<file path="src/assert_macros.svh">
// Assertion macros used by the RTL top level, fixed_point_alu.
`ifndef ASSERT_MACROS_SVH
`define ASSERT_MACROS_SVH

// Clocked property, disabled while reset is low.
`define ASSERT_CLK(lbl, clk, rstn, prop) \
    lbl: assert property (@(posedge clk) disable iff (!rstn) prop) \
        else $error("assertion failed");

// Clocked property, checked during reset too.
`define ASSERT_ALWAYS(lbl, clk, prop) \
    lbl: assert property (@(posedge clk) prop) \
        else $error("assertion failed");

`endif

</file>
<file path="src/fpa_pkg.sv">
// Package: opcodes, control struct and saturation helper for the fixed-point ALU.
`default_nettype none
package fpa_pkg;
    localparam int FRAC_BITS_DEF = 8;

    localparam logic [2:0] OP_ADD = 3'd0;
    localparam logic [2:0] OP_SUB = 3'd1;
    localparam logic [2:0] OP_MUL = 3'd2;
    localparam logic [2:0] OP_DIV = 3'd3;
    localparam logic [2:0] OP_INC = 3'd4;
    localparam logic [2:0] OP_DEC = 3'd5;
    localparam logic [2:0] OP_MIN = 3'd6;
    localparam logic [2:0] OP_MAX = 3'd7;

    typedef struct packed {
        logic [2:0]  op;
        logic [31:0] res;
        logic        ovf;
        logic        lt;
        logic        eq;
        logic        gt;
        logic        neg;
        logic        dz;
        logic [63:0] prod;
    } t_ctl;

    typedef struct packed {
        logic [31:0] val;
        logic        ovf;
    } t_sat;

    function automatic t_sat sat33(input logic signed [32:0] v);
        t_sat s;
        if (v > 33'sh0_7FFF_FFFF) begin
            s.val = 32'h7FFF_FFFF;
            s.ovf = 1'b1;
        end else if (v < -33'sh0_8000_0000) begin
            s.val = 32'h8000_0000;
            s.ovf = 1'b1;
        end else begin
            s.val = v[31:0];
            s.ovf = 1'b0;
        end
        return s;
    endfunction
endpackage
`default_nettype wire

</file>
<file path="src/fpa_div_stage.sv">
// One restoring division step: one quotient bit per stage, control carried along.
`default_nettype none
module fpa_div_stage #(
    parameter int NW = 40
) (
    input  wire                 i_clk,
    input  wire                 i_rst_n,
    input  wire                 i_en,
    input  wire                 i_valid,
    input  fpa_pkg::t_ctl       i_ctl,
    input  wire  [NW+31:0]      i_rq,
    input  wire  [31:0]         i_d,
    output logic                o_valid,
    output fpa_pkg::t_ctl       o_ctl,
    output logic [NW+31:0]      o_rq,
    output logic [31:0]         o_d
);
    import fpa_pkg::*;

    logic           r_valid;
    t_ctl           r_ctl;
    logic [NW+31:0] r_rq;
    logic [NW+31:0] n_rq;
    logic [31:0]    r_d;
    logic [32:0]    shifted;
    logic [32:0]    diff;

    always_comb begin
        shifted = {i_rq[NW+31:NW], i_rq[NW-1]};
        diff    = shifted - {1'b0, i_d};
        if (!diff[32]) begin
            n_rq = {diff[31:0], i_rq[NW-2:0], 1'b1};
        end else begin
            n_rq = {shifted[31:0], i_rq[NW-2:0], 1'b0};
        end
    end

    always_ff @(posedge i_clk) begin
        if (!i_rst_n) begin
            r_valid <= 1'b0;
        end else if (i_en) begin
            r_valid <= i_valid;
        end
    end

    always_ff @(posedge i_clk) begin
        if (i_en) begin
            r_ctl <= i_ctl;
            r_rq  <= n_rq;
            r_d   <= i_d;
        end
    end

    assign o_valid = r_valid;
    assign o_ctl   = r_ctl;
    assign o_rq    = r_rq;
    assign o_d     = r_d;
endmodule
`default_nettype wire

</file>
<file path="config.mk">
export PLATFORM = sky130hd
export DESIGN_NAME = fpa_div_stage
export DESIGN_NICKNAME = d
export VERILOG_FILES = /design/src/assert_macros.svh /design/src/fpa_pkg.sv /design/src/fpa_div_stage.sv
export SDC_FILE = /design/constraint.sdc
export NUM_CORES = 1
export LEC_CHECK = 0
export ABC_CLOCK_PERIOD_IN_PS = 7500
export BUFFER_PORTS_ARGS = -buffer_cell sky130_fd_sc_hd__buf_2
export CAP_MARGIN = 20
export CELL_PAD_IN_SITES_DETAIL_PLACEMENT = 0
export CELL_PAD_IN_SITES_GLOBAL_PLACEMENT = 1
export CORE_AREA = 2 2 163 165
export CTS_CLUSTER_SIZE = 8
export DETAILED_ROUTE_END_ITERATION = 10
export DIE_AREA = 0 0 165 167
export HOLD_SLACK_MARGIN = 0.12
export PLACE_DENSITY_LB_ADDON = 0.1
export SETUP_SLACK_MARGIN = 0.5
export SLEW_MARGIN = 20
export SYNTH_ARGS = -nofsm -noshare
export SYNTH_HDL_FRONTEND = slang
export SYNTH_SLANG_ARGS = --single-unit
</file>
<file path="constraint.sdc">
create_clock -name i_clk -period 7.5 [get_ports i_clk]
set_input_delay 0.75 -clock i_clk [delete_from_list [all_inputs] [get_ports i_clk]]
set_output_delay 0.75 -clock i_clk [all_outputs]
set_load 0.01 [all_outputs]
</file>
==> flow_summary.yaml, run 1 <==
outcome:
  status: "completed"
floorplanning:
  die_w_um: 165
  io_pins: 423
  fp-row-count: 59
  core-area_sq_um: 25800
  die-area_sq_um: 27600
  die_y_um: 167
  initial_core_util_pct: 34.2
cts:
  cts_max_level: 1
  cts_resized: 0
  cts.path.max_buffers: 3
  cts_made_buffers: 30
  clock_latency_ns: 0.52
  clkTransAtPathRegs_ns: 0.05
  clock-sinks: 210
  hold_buffers: 0
  cts_tree: "done"
  post-cts-setup-buffers: 0
  cts-root-buf: "clkbuf_16"
synth:
  synthArstFlopShare_pct: 0
  synthesis.nets: 802
  yosysTopAreaCell: "edfxtp_1"
  yosys_warnings: 0
  ys_top_cells_by_area: "edfxtp_1 71%, ha_1 4.5%, mux2_4 4.3%"
  synthTopCellsByCount: "209 x edfxtp_1, 38 x a21oi_1, 38 x inv_1"
  yosysSeqAreaShare_pct: 71.5
  synth_ff_type: "edfxtp_1"
  synth_cells: 556
  synth-edff-count: 209
  synth_top_area_share_pct: 71.3
  synth.most_common_cell: "edfxtp_1"
  yosysUniqueCellTypes: 50
  netlist_area_sq_um: 8810
  ys_seq_elements: 210
  syn_avg_cell_area_sq_um: 15.8
sta:
  tns_ns: 0
  fmax_ghz: 0.266
  hold_viol_final: 0
  maxSlewHeadroom_pct: 30.4
  skew_ns: 0
  report.final.slew_viol_count: 0
  fin_crit_ns: 3.76
  rsz0062_at_grt: "false"
  finalSetupViolCount: 0
  whs_ns: 0.401
  tightest_slew_ns: 1.04
  fin_crit_sh_pct: 50.1
layout:
  seq_area_sq_um: 6300
  drive_above_1_share_pct: 48.4
  fillers: 2411
  nNetsFinal: 1247
  multi_input_area_sq_um: 2300
  finalInstanceArea_sq_um: 12100
  syn2layout_area_growth_pct: 37.8
  fin_cells: 1352
detailed_routing:
  remaining_drc_errors: 0
  first_iter_violations: 329
  first_pass_iters: 4
  routedWlPerCell_um: 19.7
  num_vias: 6228
  wl_mm: 26.7
  ant_nets: 0
  detail_route.vias_per_cell: 4.61
place:
  place_area_sq_um: 11300
  gp_congestion: 0.781
  post-dp-hpwl_mm: 20.9
  io_buffer_count: 422
  post-place-cells: 1304
setup_path:
  worstPathRequired_ns: 7.78
  cp-end-kind: "flip-flop"
  worstSetupPathType: "in -> reg"
  cp_data_arrival_time_ns: 4.03
  cp_max_fo: 23
  start_kind: "input port"
global_routing:
  grt_pass1_wl_mm: 37.9
  overflow: 0
  track_usage_pct: 18.3
  grt.busiest_layer: "met2"
  grt_max_degree: 130
  grt.met3_usage_pct: 5.73
  use_met2_pct: 32.0
  grt_pass1_vias: 6038
  grt_util_met1_pct: 21.6
  antenna_found_initial: 9
run:
  maxCapViolCount: 0
power_and_ir_drop:
  peakVddDrop_uv: 161
  power.density_nw_per_um2: 260
  p_leak_nw: 5.42
  total_power_mw: 3.15
worst_hold_path:
  hold_class: "in -> reg"
power by group:
part | switching, mW | total [mW] | internal, mW
registers | 0.0243 | 1.45 | 1.42
logic | 0.283 | 0.513 | 0.230
clock network | 0.454 | 1.20 | 0.741
final cells by class:
type,count,share of cell area [%]
well taps,335,3.46
multi-input cells,297,18.9
clock buffers,44,6.80
repair buffers,424,17.6
flip-flops and latches,210,51.9
diodes,2,0.0413
inverters,38,1.18
clock inverters,2,0.0722
layer usage:
| metal | vias up | part of all wire [%] | wire length (um) |
|---|---|---|---|
| met5 | - | 0.37 | 100 |
| met4 | 14 | 2.3 | 614 |
| met3 | 54 | 8.8 | 2360 |
| met2 | 239 | 51 | 13600 |
| met1 | 2920 | 38 | 10100 |
| li1 | 3001 | - | - |
critical path, stage by stage:
cell,delay (ns)
buf_2,0.07
inv_1,0.04
ha_1,0.23
fa_1,0.41
nand2b_1,0.18
a21oi_1,0.25
o211ai_1,0.18
a21oi_1,0.25
o31a_2,0.21
mux2i_1,0.12
nor2_4,0.41
buf_4,0.50
mux2_2,0.39
state kept, by name, indices dropped and copies added, names as in the netlist:
register  flops
o_ctl       105
o_rq         72
o_valid       1
o_d          32
logic make-up (layout without fill, tap and decap cells):
family,count (synthesis),after routing,share of synthesized area (%)
adders and majority gates,33,33,4.77
other,0,2,0
buffers and inverters,49,508,2.46
xor gates and xnor gates,23,23,2.29
DFF,210,210,71.5
muxes,34,34,5.33
and+or+nand+nor,100,100,5.88
AOI/OAI and AO/OA,107,107,7.77
placed cells by master, fill, tap and decap left out, drive strengths merged, types with 5 or more instances in the layout:
master and instances:
nor2 19, inv 38, nand2 27, xor2 10
o21ai 18, mux2 28, nor2b 6, nand2b 8
xnor2 13, nand3 10, o211ai 6, buf 424
nand4 6, o21a 5, a21o 18, a21oi 39
edfxtp 209, ha 32, o21bai 5, mux2i 6
clkbuf 44
worst paths after layout:
| check | endpoint | slack (ns) | cells after the start | start |
|---|---|---|---|---|
| max | o_rq[43]$_DFFE_PP_ | 3.74 | 13 | i_rq[39] |
| min | o_rq[36]$_DFFE_PP_ | 0.40 | 1 | i_rq[35] |
| max reg2reg | o_valid$_SDFFE_PN0P_ | 6.92 | 2 | o_valid$_SDFFE_PN0P_ |
| min reg2reg | o_valid$_SDFFE_PN0P_ | 0.51 | 2 | o_valid$_SDFFE_PN0P_ |
per-stage QoR:
step                util (%)  worst slack, ns
global route            47.1             3.47
finish                  47.1             3.74
CTS                     47.1             3.70
floorplan                  -             4.22
global placement        43.8             3.25
detailed placement      43.8             3.16
(Power assumes the default switching activity.)
==> inputs of run 2 (changes only) <==
--- a/config.mk
+++ b/config.mk
@@ -5,15 +5,16 @@
 export SDC_FILE = /design/constraint.sdc
 export NUM_CORES = 1
 export LEC_CHECK = 0
-export ABC_CLOCK_PERIOD_IN_PS = 7500
+export ABC_CLOCK_PERIOD_IN_PS = 3300
 export BUFFER_PORTS_ARGS = -buffer_cell sky130_fd_sc_hd__buf_2
 export CAP_MARGIN = 20
 export CELL_PAD_IN_SITES_DETAIL_PLACEMENT = 0
 export CELL_PAD_IN_SITES_GLOBAL_PLACEMENT = 1
-export CORE_AREA = 2 2 163 165
+export CORE_ASPECT_RATIO = 0.9
+export CORE_MARGIN = 2
+export CORE_UTILIZATION = 33
 export CTS_CLUSTER_SIZE = 8
 export DETAILED_ROUTE_END_ITERATION = 10
-export DIE_AREA = 0 0 165 167
 export HOLD_SLACK_MARGIN = 0.12
 export PLACE_DENSITY_LB_ADDON = 0.1
 export SETUP_SLACK_MARGIN = 0.5
==> constraint.sdc (replaced) <==
create_clock -name i_clk -period 3.3 [get_ports i_clk]
set_input_delay 0.33 -clock i_clk [delete_from_list [all_inputs] [get_ports i_clk]]
set_output_delay 0.33 -clock i_clk [all_outputs]
set_load 0.01 [all_outputs]
==> flow_summary.yaml, run 2 (synthesis results as in run 1) <==
sta:
  fin_crit_sh_pct: 84.0
  tns_ns: 0
  maxSlewHeadroom_pct: 50.9
  finalSetupViolCount: 0
  hold_viol_final: 0
  rsz0062_at_grt: "false"
  report.final.slew_viol_count: 0
  tightest_slew_ns: 0.736
  skew_ns: 0
  fmax_ghz: 0.361
  fin_crit_ns: 2.77
  whs_ns: 0.153
place:
  gp_congestion: 0.846
  io_buffer_count: 422
  post-dp-hpwl_mm: 21.9
  place_area_sq_um: 11400
cts:
  cts_max_level: 1
  clkTransAtPathRegs_ns: 0.05
  cts_made_buffers: 30
  cts-root-buf: "clkbuf_16"
  clock_latency_ns: 0.54
  cts.path.max_buffers: 3
  cts_tree: "done"
  clock-sinks: 210
worst_hold_path:
  hold_end: "o_rq[67]$_DFFE_PP_"
  hp-start: "i_rq[66]"
  hold_class: "in -> reg"
  hold_depth: 3
power_and_ir_drop:
  p_clk_share_pct: 36.9
  internal_power_mw: 5.66
  total_power_mw: 7.57
  switchingPower_mw: 1.92
  p_leak_nw: 6.40
  p_comb_share_pct: 19.8
  sw_frac_of_total_pct: 25.3
  power.density_nw_per_um2: 520
  peakVddDrop_uv: 340
  p_seq_share_pct: 43.3
setup_path:
  r2r_slack_ns: 2.15
  worstSetupPathType: "in -> reg"
  cp_data_arrival_time_ns: 3.07
  crit_chain: "dlygate4sd3_1 > buf_2 > inv_1 > ha_2 > a21o_1 > a21o_1 > a21oi_2 > a211oi_2 > o31a_2 > mux2i_2 > nor2_4 > buf_12 > clkbuf_16 > mux2_4"
  cp_common_cell: "a21o_1"
  start_kind: "input port"
  reg2reg_from: "o_valid$_SDFFE_PN0P_"
  cp-end-kind: "flip-flop"
  r2r-end: "o_valid$_SDFFE_PN0P_"
  worstPathRequired_ns: 3.60
  cp_max_fo: 8
  rr_worst_depth: 3
  critPathMaxStageDelay_ns: 0.55
  crit_slowest_cell: "dlygate4sd3_1"
layout:
  multi_input_area_sq_um: 2390
  nNetsFinal: 1467
  layout_commonest_cell: "buf_2"
  seq_area_sq_um: 6300
  drive_above_1_share_pct: 42.0
  largest_register_ffs: 105
  mostFrequentLayoutCells: "421 x buf_2, 209 x edfxtp_1, 206 x dlygate4sd3_1, 38 x inv_1"
  fillers: 2208
  finalInstanceArea_sq_um: 14600
  syn2layout_area_growth_pct: 65.3
detailed_routing:
  num_vias: 7134
  first_pass_iters: 4
  detail_route.vias_per_cell: 4.50
  wl_mm: 30.3
  ant_nets: 0
  remaining_drc_errors: 0
  routedWlPerCell_um: 19.1
  first_iter_violations: 452
global_routing:
  grt.met3_usage_pct: 4.23
  grt_max_degree: 88
  track_usage_pct: 20.4
  use_met2_pct: 36.5
  grt_util_met1_pct: 24.1
  grt_pass1_vias: 7205
  antenna_found_initial: 2
  grt_pass1_wl_mm: 43.4
  overflow: 0
  grt.busiest_layer: "met2"
floorplanning:
  die_w_um: 176
  die_y_um: 159
  io_pins: 423
  fp-row-count: 56
  die-area_sq_um: 28000
  core-area_sq_um: 26100
  initial_core_util_pct: 33.7
run:
  maxCapViolCount: 0
outcome:
  status: "completed"
run 2: cell count changes in the layout (fill, tap and decap cells not counted), sizes merged:
cell	before	now
clkinvlp	0	1
buf	424	435
clkinv	2	1
clkbuf	44	49
dlygate4sd3	0	206
run 2: routing by layer:
metal	part of all wire (%)	wire (um)	vias up
met1	40	12100	3385
li1	-	-	3448
met3	5.7	1720	56
met4	3.6	1090	0
met5	0	0	-
met2	51	15400	245
run 2: worst max-delay path by stage:
stage	startpoint	endpoint	slack [ns]	cells past startpoint
2_1_floorplan	i_d[21]	o_rq[44]$_DFFE_PP_	0.54	11
3_3_place_gp	i_rq[39]	o_rq[56]$_DFFE_PP_	0.26	13
3_5_place_dp	i_rq[39]	o_rq[58]$_DFFE_PP_	0.23	13
4_1_cts	i_rq[68]	o_rq[45]$_DFFE_PP_	0.51	11
5_1_grt	i_d[20]	o_rq[58]$_DFFE_PP_	0.50	14
6_report	i_d[20]	o_rq[58]$_DFFE_PP_	0.53	14
run 2: final cells by class:
| cell class | instances | area share (%) |
|---|---|---|
| Antenna cell | 2 | 0.0344 |
| Clock buffer | 46 | 5.57 |
| Clock inverter | 2 | 0.258 |
| Inverter | 38 | 0.980 |
| Multi-Input combinational cell | 297 | 16.4 |
| Sequential cell | 210 | 43.2 |
| Tap cell | 348 | 2.99 |
| Timing Repair Buffer | 644 | 30.5 |
run 2: critical path, delay by kind of cell:
family          cells  cell delay, ns
mux                 2            0.56
fa+ha+maj           1            0.19
simple gates        1            0.07
compound gates      5            0.85
buf+inv             5            1.06
run 2: power groups by stage:
| stage | Sequential [mW] | Clock [mW] | Combinational (mW) |
|---|---|---|---|
| floorplan | 3.48 | 0 | 0.487 |
| global placement | 3.33 | 0 | 1.23 |
| detailed placement | 3.33 | 0 | 1.23 |
| CTS | 3.28 | 2.86 | 1.44 |
| global route | 3.30 | 2.97 | 1.61 |
| finish | 3.28 | 2.79 | 1.50 |
run 2: timing repair:
action,CTS,global route
endpoints found under the setup margin,0,28
endpoints found under the hold margin,205,0
gates resized for setup,0,14
hold buffers,206,0
buffers inserted,0,4
run 2: per-stage QoR:
| stage | utilization [%] | std cells | setup WS, ns |
|---|---|---|---|
| floorplan | - | 556 | 0.543 |
| CTS | 54.9 | 1578 | 0.512 |
| global route | 55.7 | 1587 | 0.495 |
| detailed placement | 43.8 | 1324 | 0.226 |
| global placement | 43.8 | 1324 | 0.265 |
| finish | 55.7 | 1587 | 0.529 |
==> inputs of run 3 (changes only) <==
--- a/config.mk
+++ b/config.mk
@@ -5,7 +5,7 @@
 export SDC_FILE = /design/constraint.sdc
 export NUM_CORES = 1
 export LEC_CHECK = 0
-export ABC_CLOCK_PERIOD_IN_PS = 3300
+export ABC_CLOCK_PERIOD_IN_PS = 2300
 export BUFFER_PORTS_ARGS = -buffer_cell sky130_fd_sc_hd__buf_2
 export CAP_MARGIN = 20
 export CELL_PAD_IN_SITES_DETAIL_PLACEMENT = 0
==> constraint.sdc (replaced) <==
create_clock -name i_clk -period 2.3 [get_ports i_clk]
set_input_delay 0.23 -clock i_clk [delete_from_list [all_inputs] [get_ports i_clk]]
set_output_delay 0.23 -clock i_clk [all_outputs]
set_load 0.01 [all_outputs]
==> flow_summary.yaml, run 3 (synthesis results as in run 1) <==
cts:
  cts-root-buf: "clkbuf_16"
  clock-sinks: 210
  cts_tree: "done"
  clkTransAtPathRegs_ns: 0.05
  cts_made_buffers: 30
  cts_max_level: 1
  cts.path.max_buffers: 3
  clock_latency_ns: 0.55
power_and_ir_drop:
  sw_frac_of_total_pct: 25.1
  p_leak_nw: 7.13
  power.density_nw_per_um2: 710
  p_clk_share_pct: 35.9
  peakVddDrop_uv: 503
  switchingPower_mw: 2.81
  total_power_mw: 11.2
  p_seq_share_pct: 42.0
  internal_power_mw: 8.41
  p_comb_share_pct: 22.2
layout:
  largest_register_ffs: 105
  drive_above_1_share_pct: 48.0
  syn2layout_area_growth_pct: 79.5
  layout_commonest_cell: "buf_2"
  fillers: 2150
  nNetsFinal: 1609
  mostFrequentLayoutCells: "419 x buf_2, 214 x dlygate4sd3_1, 209 x edfxtp_1, 133 x buf_4"
  finalInstanceArea_sq_um: 15800
  fin_cells: 1730
  final_core_util_pct: 60.5
sta:
  maxSlewHeadroom_pct: 32.9
  report.final.slew_viol_count: 0
  hold_viol_final: 0
  fin_crit_ns: 2.29
  worst_slack_ns: 0.0131
  tightest_slew_ns: 1.00
  rsz0062_at_grt: "true"
  skew_ns: 0
  whs_ns: 0.182
  fin_crit_sh_pct: 99.4
  tns_ns: 0
  fmax_ghz: 0.437
  finalSetupViolCount: 0
place:
  io_buffer_count: 422
  post-dp-hpwl_mm: 22.1
  gp_congestion: 0.835
  post-place-cells: 1448
  post-place-ws_ns: -0.692
  place_area_sq_um: 12500
global_routing:
  antenna_found_initial: 2
  overflow: 0
  grt_pass1_wl_mm: 46.1
  grt_pass1_vias: 7841
  track_usage_pct: 21.6
  grt_max_degree: 32
detailed_routing:
  wl_mm: 31.5
  remaining_drc_errors: 0
  routedWlPerCell_um: 18.2
  ant_nets: 0
  first_pass_iters: 4
  detail_route.vias_per_cell: 4.47
  first_iter_violations: 348
  num_vias: 7737
setup_path:
  critPathMaxStageDelay_ns: 0.34
  rr_worst_depth: 3
  cp-end-kind: "flip-flop"
  reg2reg_from: "o_valid$_SDFFE_PN0P_"
  cp_max_fo: 6
  cp_data_arrival_time_ns: 2.59
  r2r_slack_ns: 1.14
  r2r-end: "o_valid$_SDFFE_PN0P_"
  crit_chain: "buf_8 > inv_12 > ha_4 > fa_2 > nand2b_4 > a21oi_4 > o211ai_1 > a21oi_2 > o31a_2 > mux2i_2 > nor2_4 > buf_6 > buf_12 > mux2_4"
  worstSetupPathType: "in -> reg"
  worstPathRequired_ns: 2.60
  crit_slowest_cell: "fa_2"
  start_kind: "input port"
floorplanning:
  fp-row-count: 56
  io_pins: 423
  core-area_sq_um: 26100
  die_y_um: 159
  die_w_um: 176
  initial_core_util_pct: 33.7
  die-area_sq_um: 28000
run:
  maxCapViolCount: 0
worst_hold_path:
  hold_depth: 2
  hp-start: "i_en"
  hold_class: "in -> reg"
  hold_end: "o_d[29]$_DFFE_PP_"
outcome:
  status: "completed"
-- run 3: changes by cell type in the layout (fill, tap and decap cells not counted), sizes merged --
cell,previous run,this run
clkbuf,49,48
clkinv,1,2
clkinvlp,1,0
buf,435,571
dlygate4sd3,206,214
-- run 3: layout make-up --
cell class | count | area (sq um) | share of cell area [%]
antenna | 2 | 5.00 | 0.0317
clock buffer | 47 | 825 | 5.22
clock inverter | 2 | 33.8 | 0.214
inverter | 38 | 158 | 0.997
multi-input combinational | 297 | 2450 | 15.5
sequential | 210 | 6300 | 39.8
tap | 348 | 435 | 2.75
timing repair buffer | 786 | 5600 | 35.4
-- run 3: what timing repair did --
item / 4_1_cts / 5_1_grt
pin swaps: 7 / 6
hold endpoints to repair: 223 / 0
gates resized for setup: 20 / 10
setup buffers: 11 / 2
hold buffers: 214 / 0
cloned: 3 / 1
setup endpoints to repair: 33 / 33
-- run 3: worst max path at each step --
stage | startpoint | endpoint | slack, ns
floorplan | i_rq[39] | o_rq[44]$_DFFE_PP_ | -0.27
global placement | i_rq[39] | o_rq[56]$_DFFE_PP_ | -0.63
global route | i_rq[39] | o_rq[63]$_DFFE_PP_ | -0.05
CTS | i_rq[39] | o_rq[54]$_DFFE_PP_ | 0.02
detailed placement | i_rq[39] | o_rq[57]$_DFFE_PP_ | -0.69
finish | i_rq[39] | o_rq[64]$_DFFE_PP_ | 0.01
-- run 3: per-layer routing --
metal / track usage, % / wire [um]
met1: 26.2 / 12600
met2: 38.1 / 15800
met3: 4.39 / 1960
met4: 7.33 / 1140
met5: 0 / 0
-- run 3: power by group through the flow --
stage | registers, mW | clock network, mW | logic (mW)
6_report | 4.71 | 4.02 | 2.49
5_1_grt | 4.74 | 4.28 | 2.68
3_5_place_dp | 4.78 | 0 | 2.04
2_1_floorplan | 4.99 | 0 | 0.714
3_3_place_gp | 4.77 | 0 | 2.02
4_1_cts | 4.71 | 4.13 | 2.47
-- run 3: worst max-delay path, delay by kind of cell --
family	cells	cell delay [ns]
mux	2	0.56
simple gates	2	0.23
compound gates	4	0.65
buf+inv	4	0.41
fa+ha+maj	2	0.49
